$ cat src/rtl/rgbla_pkg.sv
package rgbla_pkg;

	// Animation mode codes.
	localparam logic [1:0] MODE_OFF     = 2'd0;
	localparam logic [1:0] MODE_ROTATE  = 2'd1;
	localparam logic [1:0] MODE_BREATHE = 2'd2;

	// Configuration register indexes.
	localparam logic [2:0] REG_ANIM_MODE  = 3'd0;
	localparam logic [2:0] REG_PERIOD_MS  = 3'd1;
	localparam logic [2:0] REG_STEP_SIZE  = 3'd2;
	localparam logic [2:0] REG_BASE_HUE   = 3'd3;
	localparam logic [2:0] REG_BASE_SAT   = 3'd4;
	localparam logic [2:0] REG_PEAK_VALUE = 3'd5;

	// Operations of the shared multiply and divide-by-100 unit, in issue order.
	localparam logic [2:0] OP_RAMP    = 3'd0;
	localparam logic [2:0] OP_BLEND_R = 3'd1;
	localparam logic [2:0] OP_BLEND_G = 3'd2;
	localparam logic [2:0] OP_BLEND_B = 3'd3;
	localparam logic [2:0] OP_SCALE_R = 3'd4;
	localparam logic [2:0] OP_SCALE_G = 3'd5;
	localparam logic [2:0] OP_SCALE_B = 3'd6;

	localparam logic [8:0]  HUE_MAX     = 9'd359;
	localparam logic [15:0] HUE_WRAP    = 16'd360;
	localparam logic [6:0]  PCT_MAX     = 7'd100;
	localparam logic [7:0]  LEVEL_MAX   = 8'd255;
	localparam logic [8:0]  RAMP_SLOPE  = 9'd425;
	// n / 100 == (n * 5243) >> 19 for every n below 43699.
	localparam logic [12:0] RECIP_100   = 13'd5243;
	localparam int          RECIP_SHIFT = 19;

	typedef struct packed {
		logic [1:0]  anim_mode;
		logic [15:0] period_ms;
		logic [7:0]  step_size;
		logic [8:0]  base_hue;
		logic [6:0]  base_saturation;
		logic [6:0]  peak_value;
	} cfg_t;

	typedef struct packed {
		logic       load;
		logic       check;
		logic       mul;
		logic       div;
		logic       emit;
		logic [2:0] op;
	} cmd_t;

	typedef struct packed {
		logic hit;
	} stat_t;

endpackage

$ cat src/rtl/rgbla_ctrl.sv
module rgbla_ctrl (
	input  logic             clk,
	input  logic             arst_n,
	input  logic             s_tvalid,
	output logic             s_tready,
	output logic             m_tvalid,
	input  logic             m_tready,
	input  rgbla_pkg::stat_t stat,
	output rgbla_pkg::cmd_t  cmd
);
	import rgbla_pkg::*;

	localparam logic [2:0] ST_IDLE  = 3'd0;
	localparam logic [2:0] ST_CHECK = 3'd1;
	localparam logic [2:0] ST_MUL   = 3'd2;
	localparam logic [2:0] ST_DIV   = 3'd3;
	localparam logic [2:0] ST_DONE  = 3'd4;

	logic [2:0] state_q;
	logic [2:0] state_next;
	logic [2:0] op_q;
	logic       out_valid_q;

	assign s_tready = (state_q == ST_IDLE);
	assign m_tvalid = out_valid_q;

	always_comb begin
		cmd = '0;
		cmd.op = op_q;
		state_next = state_q;
		unique case (state_q)
			ST_IDLE: begin
				if (s_tvalid) begin
					cmd.load = 1'b1;
					state_next = ST_CHECK;
				end
			end
			ST_CHECK: begin
				cmd.check = 1'b1;
				state_next = stat.hit ? ST_MUL : ST_IDLE;
			end
			ST_MUL: begin
				cmd.mul = 1'b1;
				state_next = ST_DIV;
			end
			ST_DIV: begin
				cmd.div = 1'b1;
				state_next = (op_q == OP_SCALE_B) ? ST_DONE : ST_MUL;
			end
			ST_DONE: begin
				if (!out_valid_q || m_tready) begin
					cmd.emit = 1'b1;
					state_next = ST_IDLE;
				end
			end
			default: state_next = ST_IDLE;
		endcase
	end

	always_ff @(posedge clk or negedge arst_n) begin
		if (!arst_n) begin
			state_q <= ST_IDLE;
			op_q <= OP_RAMP;
			out_valid_q <= 1'b0;
		end else begin
			state_q <= state_next;
			if (state_q == ST_CHECK) begin
				op_q <= OP_RAMP;
			end else if (state_q == ST_DIV && op_q != OP_SCALE_B) begin
				op_q <= op_q + 3'd1;
			end
			if (cmd.emit) begin
				out_valid_q <= 1'b1;
			end else if (m_tready) begin
				out_valid_q <= 1'b0;
			end
		end
	end

endmodule

$ cat src/rtl/rgbla_dp.sv
module rgbla_dp #(
	parameter int TIME_BITS = 32
) (
	input  logic             clk,
	input  logic             arst_n,
	input  rgbla_pkg::cfg_t  cfg,
	input  rgbla_pkg::cmd_t  cmd,
	output rgbla_pkg::stat_t stat,
	input  logic [31:0]      now_ms,
	output logic [23:0]      rgb
);
	import rgbla_pkg::*;

	logic [63:0]          now_wide;
	logic [TIME_BITS-1:0] now_q;
	logic [TIME_BITS-1:0] rot_last_q;
	logic [TIME_BITS-1:0] br_last_q;
	logic [TIME_BITS-1:0] rot_elapsed;
	logic [TIME_BITS-1:0] br_elapsed;
	logic [15:0]          rot_hue_q;
	logic [7:0]           br_level_q;
	logic                 br_falling_q;
	logic                 is_rot;
	logic                 is_br;

	logic [8:0]  h_q;
	logic [6:0]  s_q;
	logic [6:0]  v_q;
	logic [6:0]  inv;
	logic [7:0]  ramp_q;
	logic [15:0] prod_q;
	logic [7:0]  col_q [3];
	logic [23:0] rgb_q;

	logic [8:0]  hue_base;
	logic [8:0]  d_full;
	logic [7:0]  c_base [3];
	logic [8:0]  mul_a;
	logic [6:0]  mul_b;
	logic [28:0] quot_full;
	logic [7:0]  quot;
	logic [1:0]  ch_blend;
	logic [1:0]  ch_scale;
	logic [8:0]  rise_sum;
	logic [15:0] rot_hue_base;

	assign now_wide = {32'd0, now_ms};

	assign is_rot = (cfg.anim_mode == MODE_ROTATE);
	assign is_br = (cfg.anim_mode == MODE_BREATHE);
	assign rot_elapsed = now_q - rot_last_q;
	assign br_elapsed = now_q - br_last_q;
	assign stat.hit = (is_rot && rot_elapsed >= TIME_BITS'(cfg.period_ms)) ||
		(is_br && br_elapsed >= TIME_BITS'(cfg.period_ms));

	assign rot_hue_base = (rot_hue_q > HUE_WRAP) ? 16'd0 : rot_hue_q;
	assign rise_sum = {1'b0, br_level_q} + {1'b0, cfg.step_size};

	// Animation state; it moves only when the active mode fires.
	always_ff @(posedge clk or negedge arst_n) begin
		if (!arst_n) begin
			rot_last_q <= '0;
			rot_hue_q <= '0;
			br_last_q <= '0;
			br_level_q <= '0;
			br_falling_q <= 1'b0;
		end else if (cmd.check && stat.hit) begin
			if (is_rot) begin
				rot_last_q <= now_q;
				rot_hue_q <= rot_hue_base + {8'd0, cfg.step_size};
			end else begin
				br_last_q <= now_q;
				if (!br_falling_q) begin
					if (rise_sum >= {2'b00, cfg.peak_value}) begin
						br_level_q <= {1'b0, cfg.peak_value};
						br_falling_q <= 1'b1;
					end else begin
						br_level_q <= rise_sum[7:0];
					end
				end else if (cfg.step_size >= br_level_q) begin
					br_level_q <= '0;
					br_falling_q <= 1'b0;
				end else begin
					br_level_q <= br_level_q - cfg.step_size;
				end
			end
		end
	end

	// Color inputs are clamped as they are captured.
	always_ff @(posedge clk) begin
		if (cmd.load) begin
			now_q <= now_wide[TIME_BITS-1:0];
		end
		if (cmd.check) begin
			if (is_rot) begin
				h_q <= (rot_hue_q > {7'd0, HUE_MAX}) ? HUE_MAX : rot_hue_q[8:0];
				s_q <= PCT_MAX;
				v_q <= PCT_MAX;
			end else begin
				h_q <= (cfg.base_hue > HUE_MAX) ? HUE_MAX : cfg.base_hue;
				s_q <= (cfg.base_saturation > PCT_MAX) ? PCT_MAX : cfg.base_saturation;
				v_q <= (br_level_q > {1'b0, PCT_MAX}) ? PCT_MAX : br_level_q[6:0];
			end
		end
	end

	assign inv = PCT_MAX - s_q;

	// Six hue segments, each a flat, rising or falling edge per channel.
	always_comb begin
		if (h_q < 9'd61) begin
			hue_base = 9'd0;
			c_base[0] = LEVEL_MAX;
			c_base[1] = ramp_q;
			c_base[2] = 8'd0;
		end else if (h_q < 9'd121) begin
			hue_base = 9'd60;
			c_base[0] = LEVEL_MAX - ramp_q;
			c_base[1] = LEVEL_MAX;
			c_base[2] = 8'd0;
		end else if (h_q < 9'd181) begin
			hue_base = 9'd120;
			c_base[0] = 8'd0;
			c_base[1] = LEVEL_MAX;
			c_base[2] = ramp_q;
		end else if (h_q < 9'd241) begin
			hue_base = 9'd180;
			c_base[0] = 8'd0;
			c_base[1] = LEVEL_MAX - ramp_q;
			c_base[2] = LEVEL_MAX;
		end else if (h_q < 9'd301) begin
			hue_base = 9'd240;
			c_base[0] = ramp_q;
			c_base[1] = 8'd0;
			c_base[2] = LEVEL_MAX;
		end else begin
			hue_base = 9'd300;
			c_base[0] = LEVEL_MAX;
			c_base[1] = 8'd0;
			c_base[2] = LEVEL_MAX - ramp_q;
		end
	end

	assign d_full = h_q - hue_base;
	assign ch_blend = 2'(cmd.op - OP_BLEND_R);
	assign ch_scale = 2'(cmd.op - OP_SCALE_R);

	always_comb begin
		mul_a = '0;
		mul_b = '0;
		case (cmd.op) inside
			OP_RAMP: begin
				mul_a = RAMP_SLOPE;
				mul_b = {1'b0, d_full[5:0]};
			end
			OP_BLEND_R, OP_BLEND_G, OP_BLEND_B: begin
				mul_a = {1'b0, LEVEL_MAX - c_base[ch_blend]};
				mul_b = inv;
			end
			OP_SCALE_R, OP_SCALE_G, OP_SCALE_B: begin
				mul_a = {1'b0, col_q[ch_scale]};
				mul_b = v_q;
			end
			default: begin
				mul_a = '0;
				mul_b = '0;
			end
		endcase
	end

	assign quot_full = {13'd0, prod_q} * {16'd0, RECIP_100};
	assign quot = quot_full[RECIP_SHIFT +: 8];

	always_ff @(posedge clk) begin
		if (cmd.mul) begin
			prod_q <= mul_a * {9'd0, mul_b};
		end
		if (cmd.div) begin
			case (cmd.op) inside
				OP_RAMP: ramp_q <= quot;
				OP_BLEND_R, OP_BLEND_G, OP_BLEND_B:
					col_q[ch_blend] <= c_base[ch_blend] + quot;
				OP_SCALE_R, OP_SCALE_G, OP_SCALE_B:
					col_q[ch_scale] <= quot;
				default: ramp_q <= ramp_q;
			endcase
		end
		if (cmd.emit) begin
			rgb_q <= {col_q[2], col_q[1], col_q[0]};
		end
	end

	assign rgb = rgb_q;

endmodule

$ cat src/rtl/rgb_led_animation_engine_top.sv
// Accepts one timestamp item at a time: s_tready stays low until the period check finds
// no color due, or until the color goes to the output register, which waits while an
// earlier color is not yet taken. One shared 9x7 multiplier and a reciprocal divide-by-100
// serve seven multiply-then-divide operations (one hue ramp, three blends, three value
// scales). arst_n resets the controller, animation state and config registers.
module rgb_led_animation_engine_top #(
	parameter int TIME_BITS = 32
) (
	input  logic        clk,
	input  logic        arst_n,
	input  logic        s_tvalid,
	output logic        s_tready,
	input  logic [31:0] s_tdata,   // [31:0] now_ms
	output logic        m_tvalid,
	input  logic        m_tready,
	output logic [23:0] m_tdata,   // [7:0] red_level, [15:8] green_level, [23:16] blue_level
	input  logic        cfg_we,
	input  logic [2:0]  cfg_addr,
	input  logic [15:0] cfg_wdata
);
	import rgbla_pkg::*;

	// Register bank. Writes to indexes past the last register are dropped.
	cfg_t  cfg_q;
	cmd_t  cmd;
	stat_t stat;

	always_ff @(posedge clk or negedge arst_n) begin
		if (!arst_n) begin
			cfg_q.anim_mode <= MODE_OFF;
			cfg_q.period_ms <= 16'd0;
			cfg_q.step_size <= 8'd1;
			cfg_q.base_hue <= 9'd0;
			cfg_q.base_saturation <= PCT_MAX;
			cfg_q.peak_value <= PCT_MAX;
		end else if (cfg_we) begin
			unique case (cfg_addr)
				REG_ANIM_MODE:  cfg_q.anim_mode <= cfg_wdata[1:0];
				REG_PERIOD_MS:  cfg_q.period_ms <= cfg_wdata;
				REG_STEP_SIZE:  cfg_q.step_size <= cfg_wdata[7:0];
				REG_BASE_HUE:   cfg_q.base_hue <= cfg_wdata[8:0];
				REG_BASE_SAT:   cfg_q.base_saturation <= cfg_wdata[6:0];
				REG_PEAK_VALUE: cfg_q.peak_value <= cfg_wdata[6:0];
				default: cfg_q <= cfg_q;
			endcase
		end
	end

	// The controller sequences load, period check, the multiply and divide steps of the
	// seven operations and the hand-off to the output register.
	rgbla_ctrl u_ctrl (
		.clk      (clk),
		.arst_n   (arst_n),
		.s_tvalid (s_tvalid),
		.s_tready (s_tready),
		.m_tvalid (m_tvalid),
		.m_tready (m_tready),
		.stat     (stat),
		.cmd      (cmd)
	);

	// The datapath holds the per-mode animation state, the color pipeline
	// registers and the output data register.
	rgbla_dp #(
		.TIME_BITS (TIME_BITS)
	) u_dp (
		.clk    (clk),
		.arst_n (arst_n),
		.cfg    (cfg_q),
		.cmd    (cmd),
		.stat   (stat),
		.now_ms (s_tdata),
		.rgb    (m_tdata)
	);

`ifndef SYNTH
	// Only one item is in work at a time.
	a_one_in_flight: assert property (@(posedge clk) disable iff (!arst_n)
		(s_tvalid && s_tready) |=> !s_tready)
		else $error("item accepted while another is in work");

	// A new result only appears at the end of an item's work.
	a_result_from_work: assert property (@(posedge clk) disable iff (!arst_n)
		$rose(m_tvalid) |-> $past(!s_tready))
		else $error("result raised while controller idle");
`endif

endmodule
$ cat config.mk
export PLATFORM = sky130hd
export DESIGN_NAME = rgb_led_animation_engine_top
export DESIGN_NICKNAME = d
export VERILOG_FILES = /design/src/rtl/rgbla_pkg.sv /design/src/rtl/rgbla_ctrl.sv /design/src/rtl/rgbla_dp.sv /design/src/rtl/rgb_led_animation_engine_top.sv
export SDC_FILE = /design/constraint.sdc
export NUM_CORES = 1
export LEC_CHECK = 0
export BUFFER_PORTS_ARGS = -buffer_cell sky130_fd_sc_hd__buf_2
export CORE_MARGIN = 1
export CORE_UTILIZATION = 55
export CTS_CLUSTER_SIZE = 10
export DETAILED_ROUTE_END_ITERATION = 8
export MAX_ROUTING_LAYER = met4
export PLACE_DENSITY = 0.72
export SLEW_MARGIN = 20
export SYNTH_ARGS = -nofsm -noshare
export SYNTH_HDL_FRONTEND = slang
export SYNTH_SLANG_ARGS = --single-unit
$ cat constraint.sdc
create_clock -name clk -period 8.4 [get_ports clk]
set_input_delay 0.84 -clock clk [delete_from_list [all_inputs] [get_ports clk]]
set_output_delay 0.84 -clock clk [all_outputs]
set_load 0.01 [all_outputs]
==> impl_metrics.yaml <==
place:
  post-place-ws_ps: 1200
  place.gp.congestion: 0.919
  port-buffer-count: 81
  dpl.hpwl_um: 41400
  post_dp_cell_area_um2: 23700
routing:
  totalWireLength_um: 53600
  first_iter_violations: 1114
  avgRoutedWirePerCell_um: 18.4
  ant_nets: 0
  vias: 17000
  viasPerCell: 5.83
  drc: 1
  detail_route.first_pass.iterations: 7
yosys:
  syn_inst: 2281
  yosys-top-cells-area: "edfxtp_1, dfrtp_1, ha_1, fa_1, inv_1"
  synth_flop_cell: "dfrtp_1"
  synthAdderAreaFrac: 0.251
  async_flop_share: 0.518
  yosysSeqAreaShare: 0.338
  syn_avg_cell_area_um2: 9.98
  synth.area.mux_share: 0.0484
  synth_top_family_by_area: "adder cells"
  syn_nets: 2725
  netlist.area_leader.share: 0.178
  synth_xor_area_frac: 0.0358
  synth_cell_types: 90
  yosys.area.top_type: "edfxtp_1"
  synth-simple-area-share: 0.112
  yosys_warnings: 0
  synth_edf_count: 135
  synth_area_um2: 22800
  synth-seq-cells: 280
  synth-compound-area-share: 0.150
setup_path:
  reg2reg_slack_ps: 1200
  crit_type: "flop to flop"
  cp.required_ps: 8700
  worst_path_max_delay_cell: "fa_1"
  crit_arrival_ps: 7510
  critPathMaxFanout: 17
  cpMostUsedCell: "fa_1"
  endpoint_kind: "flop"
  cp_slowest_stage_delay_ps: 550
  setup.worst_path.start_class: "flop"
grt:
  grt_max_degree: 85
  track_usage: 0.272
  antenna_found_initial: 0
  grt_pass1_vias: 17200
  grt_pass1_wl_um: 87800
  grt_remaining_overflow: 0
cts:
  numCtsBuffers: 35
  clk_latency_ps: 550
  cts_num_sinks: 280
  cts_tree: "done"
  cts.repair.resized: 0
  clk_pin_slew_ps: 60
  cts_setup_buffers: 0
  ctsHoldBuffers: 0
  htree_levels: 2
  cts-root-buf: "clkbuf_16"
  clockBufferDepth: 3
sta:
  tightestPinTransition_ps: 1050
  final-max-slew-violation-count: 0
  finalSetupViolations: 0
  tns_ps: 0
  fmax_mhz: 139
  rsz0062_at_grt: "no"
  period_minus_slack_ps: 7200
  period_share: 0.858
  slew-limit-headroom: 0.299
  hold_viol: 0
  clock_skew_ps: 20.2
  setup_ws_ps: 1200
final_layout:
  drive_above_1_share: 0.106
  n_antenna_cell: 0
  nets: 2795
  utilization: 0.605
  fin_area_um2: 24700
  area_delta_synth_final_pct: 8.61
floorplanning:
  initial_core_util: 0.557
  die_w_um: 205
  rows: 74
  dieHeight_um: 205
  core_um2: 40800
  die_area_um2: 42200
  ioPinCount: 82
status:
  violations: "DRC"
  outcome: "finished with violations"
job:
  maxCapViolations: 0
hold_path:
  min_path_type: "input pin to async pin"
==> worst paths after layout <==
path,endpoint,from,depth (start not counted)
worst max-delay path,u_dp.prod_q[15],u_dp.h_q[1],28
worst min-delay path,u_dp.rot_last_q[17],arst_n,1
worst max register to register,u_dp.prod_q[15],u_dp.h_q[1],28
worst min register to register,m_tdata[12],u_dp.col_q[1][4],0
max in group asynchronous,u_dp.rot_hue_q[3],arst_n,2
min in group clk,m_tdata[12],u_dp.col_q[1][4],0
==> per-stage QoR <==
stage,hold slack [ps],cells
global route,428,2910
detailed placement,435,2846
finish,361,2910
floorplan,421,2281
global placement,426,2846
CTS,379,2910
==> kinds of logic (layout without fill, tap and decap cells) <==
logic type      Yosys count  count (layout)
fa+ha+maj               388             388
xor+xnor                 93              93
flops                   280             280
mux                      91              91
other cells               1               1
buf+inv                 375             472
compound gates          530             530
simple gates            523             523
==> sequential cells by signal, summed over array words and instances (netlist names) <==
signal	count
u_dp.rot_hue_q	16
u_ctrl.m_tvalid	1
u_dp.now_q	32
u_dp.br_last_q	32
u_dp.br_level_q	8
u_dp.s_q	7
u_dp.v_q	7
u_dp.h_q	9
m_tdata	24
u_ctrl.state_q	3
u_dp.br_falling_q	1
u_dp.prod_q	16
u_dp.rot_last_q	32
u_ctrl.op_q	3
u_dp.ramp_q	8
u_dp.col_q	32
cfg_q	49
==> cell usage in the layout (no fill, tap or decap), drive strengths merged, types with 18 or more instances in the layout <==
master,synthesis,layout
clkbuf,38,59
fa,115,115
o21bai,23,23
xnor2,63,63
mux2,73,73
dfrtp,138,138
o211ai,25,25
nor3,22,22
buf,23,94
nand3,58,58
and3,18,18
a21oi,121,121
o21ai,170,170
a211oi,20,20
nand2,140,140
xor2,30,30
nor2b,20,20
nor2,141,141
ha,273,273
nand2b,25,25
a21o,44,44
and2,21,21
inv,314,317
edfxtp,135,135
==> synthesized netlist by cell type, drive strengths merged (6+ instances only) <==
cell type,count
or2,14
edfxtp,135
buf,23
nor4,7
o31ai,6
mux2i,10
dfrtp,138
and3,18
nand4,17
a31oi,14
nor2,141
nor3b,8
o21a,17
a221o,7
mux4,8
xor2,30
dfstp,7
a211oi,20
and2,21
nor2b,20
mux2,73
nor3,22
a21boi,8
o211ai,25
ha,273
o21ai,170
a32o,7
clkbuf,38
nand2,140
xnor2,63
a21o,44
fa,115
a21oi,121
o311ai,6
inv,314
or3,15
nand2b,25
nand3,58
o21bai,23
==> worst max-delay path, delay by kind of cell (launching register included) <==
family          cells  cell delay [ps]
simple gates        5             1220
xor+xnor            2              240
buf+inv             4              200
flops               1              440
compound gates     10             1920
fa+ha+maj           7             2930
==> final cells by class <==
cell class	count	area, um^2
clock buffer	59	1010
inverter	314	1180
timing repair buffer	94	509
fill	3418	16100
multi-input combinational	1626	13600
sequential	280	7690
clock inverter	5	36.3
tap	532	666
==> routing by layer <==
layer	share of wire	vias up	global-route usage
met3	0.047	104	0.0299
met2	0.49	438	0.462
met5	0	-	-
met1	0.43	8274	0.338
li1	-	8147	-
met4	0.034	0	0.0974
Power is not shown: default switching activity piles up to over one toggle a cycle in this logic, so the estimate is an artifact.
